==> src/design/fdsse_pkg.sv <==
// Shared types, constants and the segment decode for the seven-segment encoder.
// No dependencies; every other file in the block imports this package.
package fdsse_pkg;

  localparam int DIGIT_COUNT = 4;
  localparam int FRAC_BITS   = 10;
  localparam int VALUE_W     = 24;
  localparam int SHOWN_W     = 14;
  localparam int MAX_SHOWN   = 9999;
  localparam int IDX_W       = $clog2(DIGIT_COUNT);
  localparam int CNT_W       = $clog2(DIGIT_COUNT + 1);
  localparam int MUL_W       = 20;
  localparam int FACT_W      = 10;
  localparam int PROD_W      = MUL_W + FACT_W;
  localparam int QUEUE_DEPTH = 2;
  localparam int QPTR_W      = $clog2(QUEUE_DEPTH);
  localparam int QFILL_W     = $clog2(QUEUE_DEPTH + 1);

  // largest fixed-point value still scaled: integer part of three digits
  localparam logic [VALUE_W-1:0] FIX_LIMIT = VALUE_W'(999 << FRAC_BITS);

  // reciprocal of ten for 16-bit operands: x / 10 == (x * RECIP10) >> RECIP_SH
  localparam int RECIP10  = 52429;
  localparam int RECIP_SH = 19;
  localparam int RPROD_W  = 32;

  typedef struct packed {
    logic               mode;
    logic [VALUE_W-1:0] value;
  } in_t;

  typedef struct packed {
    logic [DIGIT_COUNT-1:0] digit_select;
    logic [7:0]             segments;
    logic                   last;
    logic                   overflow;
  } out_t;

  typedef struct packed {
    logic [SHOWN_W-1:0] shown;
    logic [IDX_W-1:0]   dot;
    logic [CNT_W-1:0]   count;
    logic               ovf;
  } job_t;

  function automatic logic [7:0] seg_of(input logic [3:0] d);
    logic [7:0] s;
    case (d)
      4'd0: s = 8'hC0;
      4'd1: s = 8'hF9;
      4'd2: s = 8'hA4;
      4'd3: s = 8'hB0;
      4'd4: s = 8'h99;
      4'd5: s = 8'h92;
      4'd6: s = 8'h82;
      4'd7: s = 8'hF8;
      4'd8: s = 8'h80;
      4'd9: s = 8'h90;
      default: s = 8'hFF;
    endcase
    return s;
  endfunction

endpackage

==> src/design/four_digit_seven_segment_encoder_unit.sv <==
// Four-digit seven-segment encoder: one request in, one result per digit out,
// least significant digit first. Depends on fdsse_pkg and the fdsse_* modules.
//
// Results leave at one per cycle while res_stall is low. Fixed mode always
// sends four digits; integer mode sends one to four digits (up to the highest
// nonzero one). This pace is set by the digit sequencer in the back end, which
// divides by ten once per cycle. The front end scales and saturates a request
// in one registered stage and hands it through a two-entry queue, so new
// requests are taken while the sequencer is still sending digits and while a
// result waits on res_stall. The first digit passes the front-end register,
// the queue and the sequencer's job register on its way to the result register.
module four_digit_seven_segment_encoder_unit import fdsse_pkg::*; (
  input  logic clk,
  input  logic rst,
  input  in_t  req_data,
  input  logic req_valid,
  output logic req_stall,
  output out_t res_data,
  output logic res_valid,
  input  logic res_stall
);

  job_t fe_job;
  logic fe_valid;
  logic fe_stall;
  job_t q_job;
  logic q_valid;
  logic q_stall;

  fdsse_front u_front (
    .clk       (clk),
    .rst       (rst),
    .req       (req_data),
    .req_valid (req_valid),
    .req_stall (req_stall),
    .job       (fe_job),
    .job_valid (fe_valid),
    .job_stall (fe_stall)
  );

  fdsse_queue u_queue (
    .clk      (clk),
    .rst      (rst),
    .wr_data  (fe_job),
    .wr_valid (fe_valid),
    .wr_stall (fe_stall),
    .rd_data  (q_job),
    .rd_valid (q_valid),
    .rd_stall (q_stall)
  );

  fdsse_back u_back (
    .clk       (clk),
    .rst       (rst),
    .job       (q_job),
    .job_valid (q_valid),
    .job_stall (q_stall),
    .res       (res_data),
    .res_valid (res_valid),
    .res_stall (res_stall)
  );

endmodule

==> src/design/fdsse_front.sv <==
// Front end: takes a request, saturates or scales it and works out digit count
// and decimal point position. Depends on fdsse_pkg.
module fdsse_front import fdsse_pkg::*; (
  input  logic clk,
  input  logic rst,
  input  in_t  req,
  input  logic req_valid,
  output logic req_stall,
  output job_t job,
  output logic job_valid,
  input  logic job_stall
);

  logic               valid;
  logic               fixed;
  logic               use_prod;
  logic               ovf;
  logic [IDX_W-1:0]   dot;
  logic [PROD_W-1:0]  product;
  logic [SHOWN_W-1:0] base;

  logic [SHOWN_W-1:0] ip;
  logic               int_sat;
  logic               ip_sat;
  logic               big;
  logic [IDX_W-1:0]   dot_c;
  logic [FACT_W-1:0]  factor_c;
  logic [PROD_W-1:0]  product_c;
  logic [SHOWN_W-1:0] base_c;
  logic               load;

  logic [PROD_W-FRAC_BITS-1:0] scaled;
  logic [SHOWN_W-1:0]          shown_c;
  logic [CNT_W-1:0]            count_c;

  assign req_stall = valid && job_stall;
  assign load      = req_valid && !req_stall;
  assign job_valid = valid;

  always_comb begin
    ip      = req.value[FRAC_BITS +: SHOWN_W];
    int_sat = req.value > VALUE_W'(MAX_SHOWN);
    ip_sat  = ip > SHOWN_W'(MAX_SHOWN);
    big     = req.value > FIX_LIMIT;
    if (ip >= SHOWN_W'(100)) begin
      dot_c = IDX_W'(1);
    end else if (ip >= SHOWN_W'(10)) begin
      dot_c = IDX_W'(2);
    end else begin
      dot_c = IDX_W'(3);
    end
    case (dot_c)
      IDX_W'(1): factor_c = FACT_W'(10);
      IDX_W'(2): factor_c = FACT_W'(100);
      default:   factor_c = FACT_W'(1000);
    endcase
    product_c = PROD_W'(req.value[MUL_W-1:0]) * PROD_W'(factor_c);
    if (!req.mode) begin
      base_c = int_sat ? SHOWN_W'(MAX_SHOWN) : req.value[SHOWN_W-1:0];
    end else begin
      base_c = ip_sat ? SHOWN_W'(MAX_SHOWN) : ip;
    end
  end

  always_ff @(posedge clk) begin
    if (rst) begin
      valid <= 1'b0;
    end else if (!req_stall) begin
      valid <= req_valid;
    end
    if (load) begin
      fixed    <= req.mode;
      use_prod <= req.mode && !big;
      ovf      <= req.mode ? (big && ip_sat) : int_sat;
      dot      <= (req.mode && !big) ? dot_c : '0;
      product  <= product_c;
      base     <= base_c;
    end
  end

  always_comb begin
    scaled = product[PROD_W-1:FRAC_BITS];
    if (use_prod) begin
      shown_c = (scaled > (PROD_W-FRAC_BITS)'(MAX_SHOWN)) ? SHOWN_W'(MAX_SHOWN)
                                                          : scaled[SHOWN_W-1:0];
    end else begin
      shown_c = base;
    end
    if (fixed || base >= SHOWN_W'(1000)) begin
      count_c = CNT_W'(DIGIT_COUNT);
    end else if (base >= SHOWN_W'(100)) begin
      count_c = CNT_W'(3);
    end else if (base >= SHOWN_W'(10)) begin
      count_c = CNT_W'(2);
    end else begin
      count_c = CNT_W'(1);
    end
    job.shown = shown_c;
    job.dot   = dot;
    job.count = count_c;
    job.ovf   = ovf;
  end

endmodule

==> src/design/fdsse_queue.sv <==
// Short job queue between front end and digit sequencer.
// Depends on fdsse_pkg.
module fdsse_queue import fdsse_pkg::*; (
  input  logic clk,
  input  logic rst,
  input  job_t wr_data,
  input  logic wr_valid,
  output logic wr_stall,
  output job_t rd_data,
  output logic rd_valid,
  input  logic rd_stall
);

  job_t               mem [QUEUE_DEPTH];
  logic [QPTR_W-1:0]  wr_ptr;
  logic [QPTR_W-1:0]  rd_ptr;
  logic [QFILL_W-1:0] fill;
  logic               push;
  logic               pop;

  assign wr_stall = fill == QFILL_W'(QUEUE_DEPTH);
  assign rd_valid = fill != '0;
  assign rd_data  = mem[rd_ptr];
  assign push     = wr_valid && !wr_stall;
  assign pop      = rd_valid && !rd_stall;

  always_ff @(posedge clk) begin
    if (rst) begin
      wr_ptr <= '0;
      rd_ptr <= '0;
      fill   <= '0;
    end else begin
      if (push) begin
        wr_ptr <= (wr_ptr == QPTR_W'(QUEUE_DEPTH - 1)) ? '0 : wr_ptr + QPTR_W'(1);
      end
      if (pop) begin
        rd_ptr <= (rd_ptr == QPTR_W'(QUEUE_DEPTH - 1)) ? '0 : rd_ptr + QPTR_W'(1);
      end
      if (push && !pop) begin
        fill <= fill + QFILL_W'(1);
      end else if (pop && !push) begin
        fill <= fill - QFILL_W'(1);
      end
    end
    if (push) begin
      mem[wr_ptr] <= wr_data;
    end
  end

endmodule

==> src/design/fdsse_back.sv <==
// Digit sequencer: peels one decimal digit a cycle off a queued job, unless
// res_stall holds it, and drives the registered result. Depends on fdsse_pkg.
module fdsse_back import fdsse_pkg::*; (
  input  logic clk,
  input  logic rst,
  input  job_t job,
  input  logic job_valid,
  output logic job_stall,
  output out_t res,
  output logic res_valid,
  input  logic res_stall
);

  logic               busy;
  job_t               cur;
  logic [IDX_W-1:0]   k;

  logic               can_emit;
  logic               emit;
  logic               is_last;
  logic               take;
  logic [RPROD_W-1:0] rprod;
  logic [SHOWN_W-1:0] quot;
  logic [SHOWN_W-1:0] rem;
  logic [7:0]         seg;

  assign can_emit  = !res_valid || !res_stall;
  assign emit      = busy && can_emit;
  assign is_last   = (CNT_W'(k) + CNT_W'(1)) == cur.count;
  assign job_stall = busy && !(can_emit && is_last);
  assign take      = job_valid && !job_stall;

  always_comb begin
    rprod = RPROD_W'(cur.shown) * RPROD_W'(RECIP10);
    quot  = SHOWN_W'(rprod >> RECIP_SH);
    rem   = cur.shown - (quot << 3) - (quot << 1);
    seg   = seg_of(rem[3:0]);
    if (cur.dot != '0 && k == cur.dot) begin
      seg[7] = 1'b0;
    end
  end

  always_ff @(posedge clk) begin
    if (rst) begin
      busy      <= 1'b0;
      res_valid <= 1'b0;
    end else begin
      if (emit) begin
        res_valid <= 1'b1;
      end else if (!res_stall) begin
        res_valid <= 1'b0;
      end
      if (take) begin
        busy <= 1'b1;
      end else if (emit && is_last) begin
        busy <= 1'b0;
      end
    end
    if (emit) begin
      res.digit_select <= DIGIT_COUNT'(1) << k;
      res.segments     <= seg;
      res.last         <= is_last;
      res.overflow     <= cur.ovf;
    end
    if (take) begin
      cur <= job;
      k   <= '0;
    end else if (emit) begin
      cur.shown <= quot;
      k         <= k + IDX_W'(1);
    end
  end

endmodule
==> config.mk <==
export PLATFORM = sky130hd
export DESIGN_NAME = four_digit_seven_segment_encoder_unit
export DESIGN_NICKNAME = d
export VERILOG_FILES = /design/src/design/fdsse_pkg.sv /design/src/design/four_digit_seven_segment_encoder_unit.sv /design/src/design/fdsse_front.sv /design/src/design/fdsse_queue.sv /design/src/design/fdsse_back.sv
export SDC_FILE = /design/constraint.sdc
export NUM_CORES = 1
export LEC_CHECK = 0
export BUFFER_PORTS_ARGS = -buffer_cell sky130_fd_sc_hd__buf_2
export CORE_MARGIN = 2
export CORE_UTILIZATION = 30
export CTS_CLUSTER_SIZE = 30
export DETAILED_ROUTE_END_ITERATION = 6
export PLACE_DENSITY = 0.44
export SYNTH_ARGS = -nofsm -noshare
export SYNTH_HDL_FRONTEND = slang
export SYNTH_SLANG_ARGS = --single-unit
==> constraint.sdc <==
create_clock -name clk -period 9.93 [get_ports clk]
set_input_delay 2.979 -clock clk [delete_from_list [all_inputs] [get_ports clk]]
set_output_delay 2.979 -clock clk [all_outputs]
set_load 0.02 [all_outputs]
# ---- Word-level counts from Yosys, hierarchy flattened
# Memories as Yosys holds them, arrays and structs flattened. A register that Yosys moved wholly into a read port is not among the register bits.
# Cells that the tools add are included.
dict set report op_classes {
  add_sub_neg 8
  n_bitwise 0
  order_cmp 9
  muxes 26
  n_reduce_logical 29
  mul 2
  shift 1
  div_mod_pow 0
  eq_ne 6
}
# operator count
set ops {}
lappend ops {{two-way mux 14 bit} 7}
lappend ops {{multiplier 14 x 16 -> 30 bit, second input constant} 1}
lappend ops {{multiplier 20 x 10 -> 30 bit} 1}
lappend ops {{greater-or-equal comparator 14 x 4 -> 1 bit, second input constant} 2}
lappend ops {{greater-or-equal comparator 14 x 7 -> 1 bit, second input constant} 2}
lappend ops {{> comparator 24 x 14 -> 1 bit, second input constant} 1}
lappend ops {{> comparator 24 x 20 -> 1 bit, second input constant} 1}
lappend ops {{> comparator 20 x 14 -> 1 bit, second input constant} 1}
lappend ops {{case mux 10 bit (2 select lines)} 1}
lappend ops {{greater-or-equal comparator 14 x 10 -> 1 bit, second input constant} 1}
lappend ops {{> comparator 14 bit, second input constant} 1}
lappend ops {{logical AND 1 bit} 13}
lappend ops {{two-way mux 1 bit} 12}
lappend ops {{nonzero test 2 bit} 5}
lappend ops {{zero test 1 bit} 9}
lappend ops {{two-way mux 2 bit} 4}
lappend ops {{subtractor 4 bit} 2}
lappend ops {{two-way mux 3 bit} 2}
lappend ops {{adder 2 x 1 -> 2 bit, second input constant} 2}
lappend ops {{equality test 2 bit, second input constant} 2}
lappend ops {{<< shifter 1 x 2 -> 4 bit, first input constant} 1}
lappend ops {{adder 2 x 1 -> 3 bit, second input constant} 1}
lappend ops {{equality test 3 bit} 1}
lappend ops {{adder 1 bit, second input constant} 2}
lappend ops {{5 further kinds} 6}
dict set report word_totals {
  out_inout_bits 16
  word_cells 104
  mem_bits_rw 40
  latch_bits 0
  rom_bits 112
  reg_bits 85
  n_memories 2
}
# name words width read_ports rd_clocked_by_memory_dff write_ports line_no
set mem_list {}
lappend mem_list {{(no name shown)} 16 7 1 1 0 fdsse_pkg.sv:48} ;# case (d)
lappend mem_list {u_queue.mem 2 20 1 1 1 fdsse_queue.sv:14} ;# job_t mem [QUEUE_DEPTH];

# ---- Longest topological paths before layout
# Gate-level depths: netlist of the first run.
dict set report depth {
  depth_word 10
  ltp_mapped 24
}

# ---- Hierarchy
# From an unflattened synthesis of the first run, not the netlist that was laid out.
dict set report unflattened {
  hier_cells 1237
  hier_area_um2 13481.7
}
# module cells_per_inst n_inst area_per_inst_um2
set by_module_without_submodules {}
lappend by_module_without_submodules {fdsse_front 667 1 6718.9}
lappend by_module_without_submodules {fdsse_back 483 1 5103.6}
lappend by_module_without_submodules {fdsse_queue 87 1 1659.1}

# ---- Worst setup path after synthesis of the first run
# Ideal clock, no wire load.
dict set report synth_path {
  path_type {input-to-reg}
  startpoint {input req_data[15] (netlist name)}
  endpoint {register u_front.product[24], data pin}
  cell_stages 22
  path_slack_ps 1178
  arrival_time_ps 8490
  cell_sequence {clkbuf_1 nor4_2 nand4_1 nand2_1 clkbuf_1 nand2_1 fa_1 inv_1 fa_1 inv_1 fa_1 fa_1 inv_1 ha_1 ha_1 a211o_1 a21oi_1 a22oi_1 a21oi_1 o21bai_1 a211oi_1 xnor2_1}
}
dict set report synth_between {
  elab_chain_cells 6
}
# item line_no
set synth_lines {}
lappend synth_lines {{start: declaration} four_digit_seven_segment_encoder_unit.sv:15} ;# input in_t req_data,
lappend synth_lines {{greater-or-equal comparator 14 x 4 -> 1 bit} fdsse_front.sv:47} ;# end else if (ip >= SHOWN_W'(10)) begin
lappend synth_lines {{two-way mux 1 bit} fdsse_front.sv:47}
lappend synth_lines {{two-way mux 2 bit} fdsse_front.sv:45} ;# if (ip >= SHOWN_W'(100)) begin
lappend synth_lines {{equality test 2 bit / equality test 2 x 1 -> 1 bit (equally long branches)} fdsse_front.sv:52} ;# case (dot_c)
lappend synth_lines {{case mux 10 bit (2 select lines)} fdsse_front.sv:52}
lappend synth_lines {{multiplier 20 x 10 -> 30 bit *} fdsse_front.sv:57} ;# product_c = PROD_W'(req.value[MUL_W-1:0]) * PROD_W'(factor_c);
lappend synth_lines {{via u_front.product_c[24]} fdsse_front.sv:28} ;# logic [PROD_W-1:0] product_c;
lappend synth_lines {{end signal: assignment} fdsse_front.sv:76} ;# product <= product_c;
lappend synth_lines {{end: declaration} fdsse_front.sv:19} ;# logic [PROD_W-1:0] product;
# The timed path passes the listed nets; every way through them passes the cells marked *.
# A chain may end at the register's enable or synchronous reset.

# ---- Worst setup path in the final report of the first run
dict set report layout_path {
  startpoint {input req_data[21] (netlist name)}
  endpoint {register u_front.product[24], data pin}
}
dict set report layout_between {
  elab_chain_cells 6
}
# item line_no
set layout_lines {}
lappend layout_lines {{greater-or-equal comparator 14 x 4 -> 1 bit} fdsse_front.sv:47}
lappend layout_lines {{two-way mux 1 bit} fdsse_front.sv:47}
lappend layout_lines {{two-way mux 2 bit *} fdsse_front.sv:45}
lappend layout_lines {{equality test 2 bit / equality test 2 x 1 -> 1 bit (equally long branches)} fdsse_front.sv:52}
lappend layout_lines {{case mux 10 bit (2 select lines) *} fdsse_front.sv:52}
lappend layout_lines {{multiplier 20 x 10 -> 30 bit *} fdsse_front.sv:57}
lappend layout_lines {{via u_front.product_c[24]} fdsse_front.sv:28}
# Marks and branches as above.

==> summary.txt, run 1 <==
Run status
  – Run status: complete, no violations

Final layout
  – Layout cell share with drive strength beyond 1: 8.824%
  – Most frequent cells in the layout: 206 x inv_1, 205 x ha_1, 157 x fa_1
  – Most common cell after layout, fill and taps aside: inv_1
  – N_diodes: 0
  – Fin util: 34.16%
  – Fillers: 4378
  – Fin area: 14720 sq um
  – Nets: 1636
  – Layout area overhead: 12.39%

Timing
  – Slew @ Worst Pin: 1.071 ns
  – Relative slew slack: 26.54%
  – RSZ-0062 raised after global routing: no
  – Post-route minimum period: 8.926 ns
  – Final worst slack: 1.004 ns
  – Final setup fails: 0
  – Clk_skew: 0.01119 ns
  – Fin crit share: 89.88%
  – Final Hold Vio Count: 0
  – Pins Over Slew Limit: 0
  – Highest Clock Rate: 0.1120 GHz
  – TNS Setup: 0 ns

Synth
  – Top cell type's share of synthesized area: 25.91%
  – Async set-reset flop share out of synthesis: 0%
  – Register area share after synthesis: 27.44%
  – EDFF count, synth: 113
  – Synth area leader: edfxtp_1
  – Synth Cell Area: 13090 sq um
  – Yosys warns: 0
  – Seq cells post-synth: 123
  – Post-synth cell types: 67
  – Synth Instances: 1172
  – Most used flip-flop cell after synthesis: edfxtp_1
  – Most area-consuming cells after synthesis: edfxtp_1 26%, fa_1 24%, ha_1 20%, inv_1 5.9%, nand2_1 2.1%
  – Syn Area/Cell: 11.17 sq um

Critical path
  – Buf+Inv Stages, Crit Path: 3
  – Worst path top cell family by delay: adder cells
  – Worst Path Class, Setup: in2reg
  – CP dominant cell by count: fa_1
  – Critical path cell sequence: buf_2 > nor4_1 > nand2_1 > nor3_2 > buf_4 > and2_1 > nand2_1 > fa_1 > inv_1 > fa_1 > fa_1 > fa_1 > ha_1 > ha_1 > o21a_1 > a21oi_1 > a22oi_1 > a21oi_1 > o21bai_1 > a211oi_1 > xnor2_1
  – Critical Path End Type: register
  – Crit-path max cell delay: 0.51 ns
  – Setup crit start kind: input port
  – Max FO, Critical Path: 18
  – Slowest cell on crit path: fa_1
  – Data required time at the worst endpoint: 10.10 ns
  – Worst Path Arrival: 9.09 ns

Global route
  – GR Overflow Total: 0
  – Vias in the first global route: 8965
  – Overall routing resource usage: 12.75%
  – Global-route wire length before repair: 45.53 mm
  – Largest net degree at the start of global routing: 40
  – Initial antenna violation count: 0

Detailed routing
  – Drt drc: 0
  – DR pass1 iterations: 4
  – Detailed Route WL: 26.59 mm
  – DR iter-0 viols: 255
  – Drt wl/cell: 14.43 um
  – Detail Route Antenna Nets: 0
  – Routed vias: 8146
  – Via density per instance: 4.420

Clocking
  – Number of H-tree levels: 4
  – Clock sink total: 123
  – Worst-path clk slew: 0.06 ns
  – Clock latency on the worst-skew pair: 0.42 ns
  – Hold_buf cts: 0
  – Post-cts resize count: 0
  – CTS tree: built
  – CTS buffer count: 17
  – Clk root buf: clkbuf_16
  – Post-CTS setup buffers: 0
  – CTS max path bufs: 2

Floorplan
  – Io pins: 45
  – Initial Util: 30.40%
  – Core area: 43080 sq um
  – Num rows: 76
  – Die area: 45330 sq um
  – Chip Height: 212.9 um
  – Die X: 212.9 um

Place
  – Pre-CTS WS: 0.5384 ns
  – Routability cong.: 0.8441
  – Post-detail-place hpwl: 22.60 mm
  – Placed Area: 14120 sq um
  – # port buffers: 44

Min path
  – Worst Hold Class: reg2reg

Job
  – Max-cap violations: 0
## cells by family after synthesis
| group | after synthesis | synth area share (%) |
|---|---|---|
| AO/OA/AOI/OAI | 149 | 7.941 |
| XOR/XNOR | 49 | 3.536 |
| adder cells (fa/ha/maj) | 362 | 43.59 |
| buffers and inverters | 234 | 6.718 |
| flip-flops | 123 | 27.44 |
| multiplexers | 23 | 1.854 |
| other | 2 | 0.05736 |
| AND/OR/NAND/NOR | 230 | 8.858 |
## registers in the layout, indices dropped and copies added, names as in the netlist, named ones only
signal             count
u_back.busy            1
u_back.cur            20
u_back.k               2
u_back.res            14
u_back.res_valid       1
u_front.base          14
u_front.dot            2
u_front.fixed          1
u_front.job_valid      1
u_front.ovf            1
u_front.product       20
u_front.use_prod       1
u_queue.fill           2
u_queue.mem           40
u_queue.rd_ptr         1
u_queue.wr_ptr         1
## Yosys cell counts (15+ instances only)
library cell / n
mux2i_1: 16
nor2b_1: 22
and2_1: 23
clkbuf_1: 24
nand2_1: 74
nor2_1: 41
xnor2_1: 26
and3_1: 15
a21oi_1: 38
inv_1: 206
edfxtp_1: 113
fa_1: 157
xor2_1: 21
o21ai_0: 22
ha_1: 205
## final cells by class
cell class                 instances  area (sq um)  share of cell area (%)
multi-input combinational        844          8737                   59.37
timing repair buffer              52         280.3                   1.904
sequential                       123          3593                   24.42
inverter                         207         777.0                   5.280
tap                              585         732.0                   4.974
clock inverter                    15         171.4                   1.165
clock buffer                      17         425.4                   2.891
## per-layer routing
metal  up-vias  GRT usage, %  part of all wire, %
li1       4071             -                    -
met1      3983         16.78                   48
met2        77         22.33                   49
met3        15         1.721                  1.9
met4         0         2.677                 0.85
met5         -             0                    0
## final timing paths
| kind | start | to | slack, ns | depth (start not counted) |
|---|---|---|---|---|
| setup / recovery | req_data[21] | u_front.product[24]$_DFFE_PP_ | 1.00 | 21 |
| hold / removal | u_back.cur[0]$_DFFE_PP_ | u_back.res[0]$_DFFE_PP_ | 0.43 | 0 |
| setup reg to reg | u_back.cur[12]$_DFFE_PP_ | u_back.res[3]$_DFFE_PP_ | 3.02 | 19 |
| hold reg to reg | u_back.cur[0]$_DFFE_PP_ | u_back.res[0]$_DFFE_PP_ | 0.43 | 0 |
## metrics by stage
step	hold WS (ns)	std cells
after floorplan	0.4003	1201
after global placement	0.4068	1811
after detailed placement	0.4304	1811
after CTS	0.4449	1843
after global routing	0.4583	1843
final	0.4346	1843
Power of run 1 is left out: the tool's default activity adds up to more than one toggle a clock period on the data nets, which glitch-free logic cannot reach.
==> run 2: changes to the inputs <==
--- a/config.mk
+++ b/config.mk
@@ -10,7 +10,8 @@
 export CORE_UTILIZATION = 30
 export CTS_CLUSTER_SIZE = 30
 export DETAILED_ROUTE_END_ITERATION = 6
-export PLACE_DENSITY = 0.44
+export PLACE_DENSITY_LB_ADDON = 0.05
+export RECOVER_POWER = 100
 export SYNTH_ARGS = -nofsm -noshare
 export SYNTH_HDL_FRONTEND = slang
 export SYNTH_SLANG_ARGS = --single-unit
==> run 2 against run 1 <==
Net effect:
- core utilization decreased by 0.11 points
- critical endpoint unchanged
- flip-flop and latch count is the same
- count of clock-buffer cells in the layout increased by 3
- critical path depth grew 1
- the run now ends with max-capacitance violations, max-slew violations left
- maximum frequency up 0.20%
- first-iteration DRC count increased by 9.0%
- sequential share of layout area is 0.081 points higher
- via count is 0.81% lower
==> summary.txt, run 2 (synthesized netlist as in run 1, its figures left out) <==
Critical path
  – Buf+Inv Stages, Crit Path: 6 (was 3)
  – Max FO, Critical Path: 18 (unchanged)
  – Crit-path max cell delay: 0.71 ns (was 0.51 ns)
  – CP dominant cell by count: fa_1 (unchanged)
  – Data required time at the worst endpoint: 10.10 ns (about the same)
  – Worst Path Arrival: 9.08 ns (was 9.09 ns)
  – Setup crit start kind: input port (unchanged)
  – Reg-to-reg slack, setup: 2.96 ns (was 3.02 ns)
  – Worst Path Class, Setup: in2reg (unchanged)
  – Reg-to-Reg End: u_back.res[3]$_DFFE_PP_ (unchanged)
  – FF-to-FF path depth: 19 (unchanged)
  – Critical Path End Type: register (unchanged)
  – Worst path top cell family by delay: adder cells (unchanged)
  – Slowest cell on crit path: clkbuf_1 (was fa_1)
  – Reg2reg start: u_back.cur[11]$_DFFE_PP_ (was u_back.cur[12]$_DFFE_PP_)
  – Critical path cell sequence: clkbuf_1 > o21ai_0 > nand4_1 > clkbuf_1 > nand2_1 > fa_1 > inv_1 > fa_1 > inv_1 > fa_1 > fa_1 > inv_1 > ha_1 > ha_1 > a211o_1 > a21oi_1 > a22oi_1 > clkbuf_1 > a21oi_1 > o21bai_1 > a211oi_1 > xnor2_1 (was buf_2 > nor4_1 > nand2_1 > nor3_2 > buf_4 > and2_1 > nand2_1 > fa_1 > inv_1 > fa_1 > fa_1 > fa_1 > ha_1 > ha_1 > o21a_1 > a21oi_1 > a22oi_1 > a21oi_1 > o21bai_1 > a211oi_1 > xnor2_1)

Clocking
  – Post-CTS setup buffers: 0 (unchanged)
  – CTS buffer count: 17 (unchanged)
  – Hold_buf cts: 0 (unchanged)
  – CTS max path bufs: 2 (unchanged)
  – Number of H-tree levels: 4 (unchanged)
  – Clock latency on the worst-skew pair: 0.42 ns (about the same)
  – Clock sink total: 123 (unchanged)
  – CTS tree: built (unchanged)
  – Clk root buf: clkbuf_16 (unchanged)
  – Worst-path clk slew: 0.06 ns (about the same)
  – Post-cts resize count: 0 (unchanged)

Detailed routing
  – Drt drc: 0 (unchanged)
  – Detail Route Antenna Nets: 0 (unchanged)
  – Via density per instance: 4.379 (was 4.420)
  – Detailed Route WL: 27.98 mm (was 26.59 mm)
  – DR pass1 iterations: 4 (unchanged)
  – DR iter-0 viols: 278 (was 255)
  – Drt wl/cell: 15.17 um (was 14.43 um)
  – Routed vias: 8080 (was 8146)

Global route
  – Overall routing resource usage: 13.41% (was 12.75%)
  – Largest net degree at the start of global routing: 40 (unchanged)
  – GR Overflow Total: 0 (unchanged)
  – Initial antenna violation count: 1 (was 0)
  – Vias in the first global route: 8853 (was 8965)
  – Global-route wire length before repair: 46.99 mm (was 45.53 mm)

Timing
  – Slew @ Worst Pin: 3.293 ns (was 1.071 ns)
  – Final setup fails: 0 (unchanged)
  – TNS Setup: 0 ns (unchanged)
  – Pins Over Slew Limit: 40 (was 0)
  – Clk_skew: 0.01056 ns (was 0.01119 ns)
  – Relative slew slack: -120.0% (was 26.54%)
  – Highest Clock Rate: 0.1123 GHz (was 0.1120 GHz)
  – RSZ-0062 raised after global routing: no (unchanged)
  – Post-route minimum period: 8.908 ns (was 8.926 ns)
  – Final Hold Vio Count: 0 (unchanged)
  – Fin crit share: 89.71% (was 89.88%)

Min path
  – WHS Endpoint: u_back.res[0]$_DFFE_PP_ (unchanged)
  – Worst Hold Class: reg2reg (unchanged)
  – Worst Hold Depth: 0 (unchanged)
  – Worst min-delay path startpoint: u_back.cur[0]$_DFFE_PP_ (unchanged)

Final layout
  – Most common cell after layout, fill and taps aside: inv_1 (unchanged)
  – Nets: 1637 (was 1636)
  – Biggest register: u_queue.mem (unchanged)
  – Layout cell share with drive strength beyond 1: 6.116% (was 8.824%)
  – Layout area overhead: 12.02% (was 12.39%)
  – Fillers: 4445 (was 4378)
  – Max reg flops: 40 (unchanged)
  – Top flop regs: u_queue.mem: 40 flops, u_back.cur: 20 flops, u_front.product: 20 flops (unchanged)
  – Most frequent cells in the layout: 207 x inv_1, 205 x ha_1, 157 x fa_1 (was 206 x inv_1, 205 x ha_1, 157 x fa_1)

Run status
  – Failing checks: max-capacitance violations, max-slew violations
  – Run status: finished with violations (was complete, no violations)

Job
  – Max-cap violations: 1 (was 0)

Floorplan
  – Io pins: 45 (unchanged)
  – Die X: 212.9 um (unchanged)
  – Chip Height: 212.9 um (unchanged)
  – Initial Util: 30.40% (unchanged)
  – Core area: 43080 sq um (unchanged)
  – Num rows: 76 (unchanged)
  – Die area: 45330 sq um (unchanged)

Place
  – Routability cong.: 0.7949 (was 0.8441)
  – # port buffers: 44 (unchanged)
  – Post-detail-place hpwl: 23.57 mm (was 22.60 mm)
run 2: worst max path at each step:
stage	from	endpoint	slack, ns	cells past startpoint
after CTS	req_data[21]	u_front.product[24]$_DFFE_PP_	1.22	24
after floorplan	req_data[15]	u_front.product[24]$_DFFE_PP_	1.18	22
final	req_data[11]	u_front.product[24]$_DFFE_PP_	1.02	22
after detailed placement	req_data[21]	u_front.product[24]$_DFFE_PP_	0.78	24
after global routing	req_data[11]	u_front.product[24]$_DFFE_PP_	0.55	22
after global placement	req_data[21]	u_front.product[24]$_DFFE_PP_	0.86	24
run 2: cell type report:
cell class	instances	area, sq um	share of cell area, %
Timing Repair Buffer	53	241.5	1.646
Clock buffer	20	436.7	2.977
Tap cell	585	732.0	4.990
Clock inverter	12	171.4	1.169
Sequential cell	123	3593	24.50
Inverter	207	777.0	5.297
Antenna cell	1	2.502	0.01706
Multi-Input combinational cell	844	8713	59.40
run 2: metrics by stage:
stage / setup slack [ns] / instances / utilization (%) / cell area, sq um / hold slack, ns
2_1_floorplan: 1.178 / 1201 / - / 13200 / 0.4003
3_3_place_gp: 0.8641 / 1812 / 32.80 / 14130 / 0.4320
3_5_place_dp: 0.7839 / 1812 / 32.80 / 14130 / 0.4290
4_1_cts: 1.217 / 1844 / 34.21 / 14740 / 0.4479
5_1_grt: 0.5482 / 1844 / 34.04 / 14670 / 0.4681
6_report: 1.022 / 1845 / 34.05 / 14670 / 0.4429
run 2: routing by layer:
layer / share of wire [%] / global-route usage (%) / wire [um] / vias up
li1: - / - / - / 4081
met3: 1.6 / 1.853 / 438 / 23
met1: 47 / 17.35 / 13190 / 3919
met2: 50 / 23.59 / 14030 / 57
met4: 1.2 / 3.207 / 323 / 0
met5: 0 / 0 / 0 / -
run 2: worst reg2reg max path, delay by kind of cell (launching register included):
family	cells	cell delay, ns
AOI/OAI and AO/OA	5	1.02
xor gates and xnor gates	1	0.61
adders and majority gates	8	3.42
buffers and inverters	2	0.14
DFF	1	0.62
and+or+nand+nor	3	0.89
Power of run 2 is left out for the same reason.
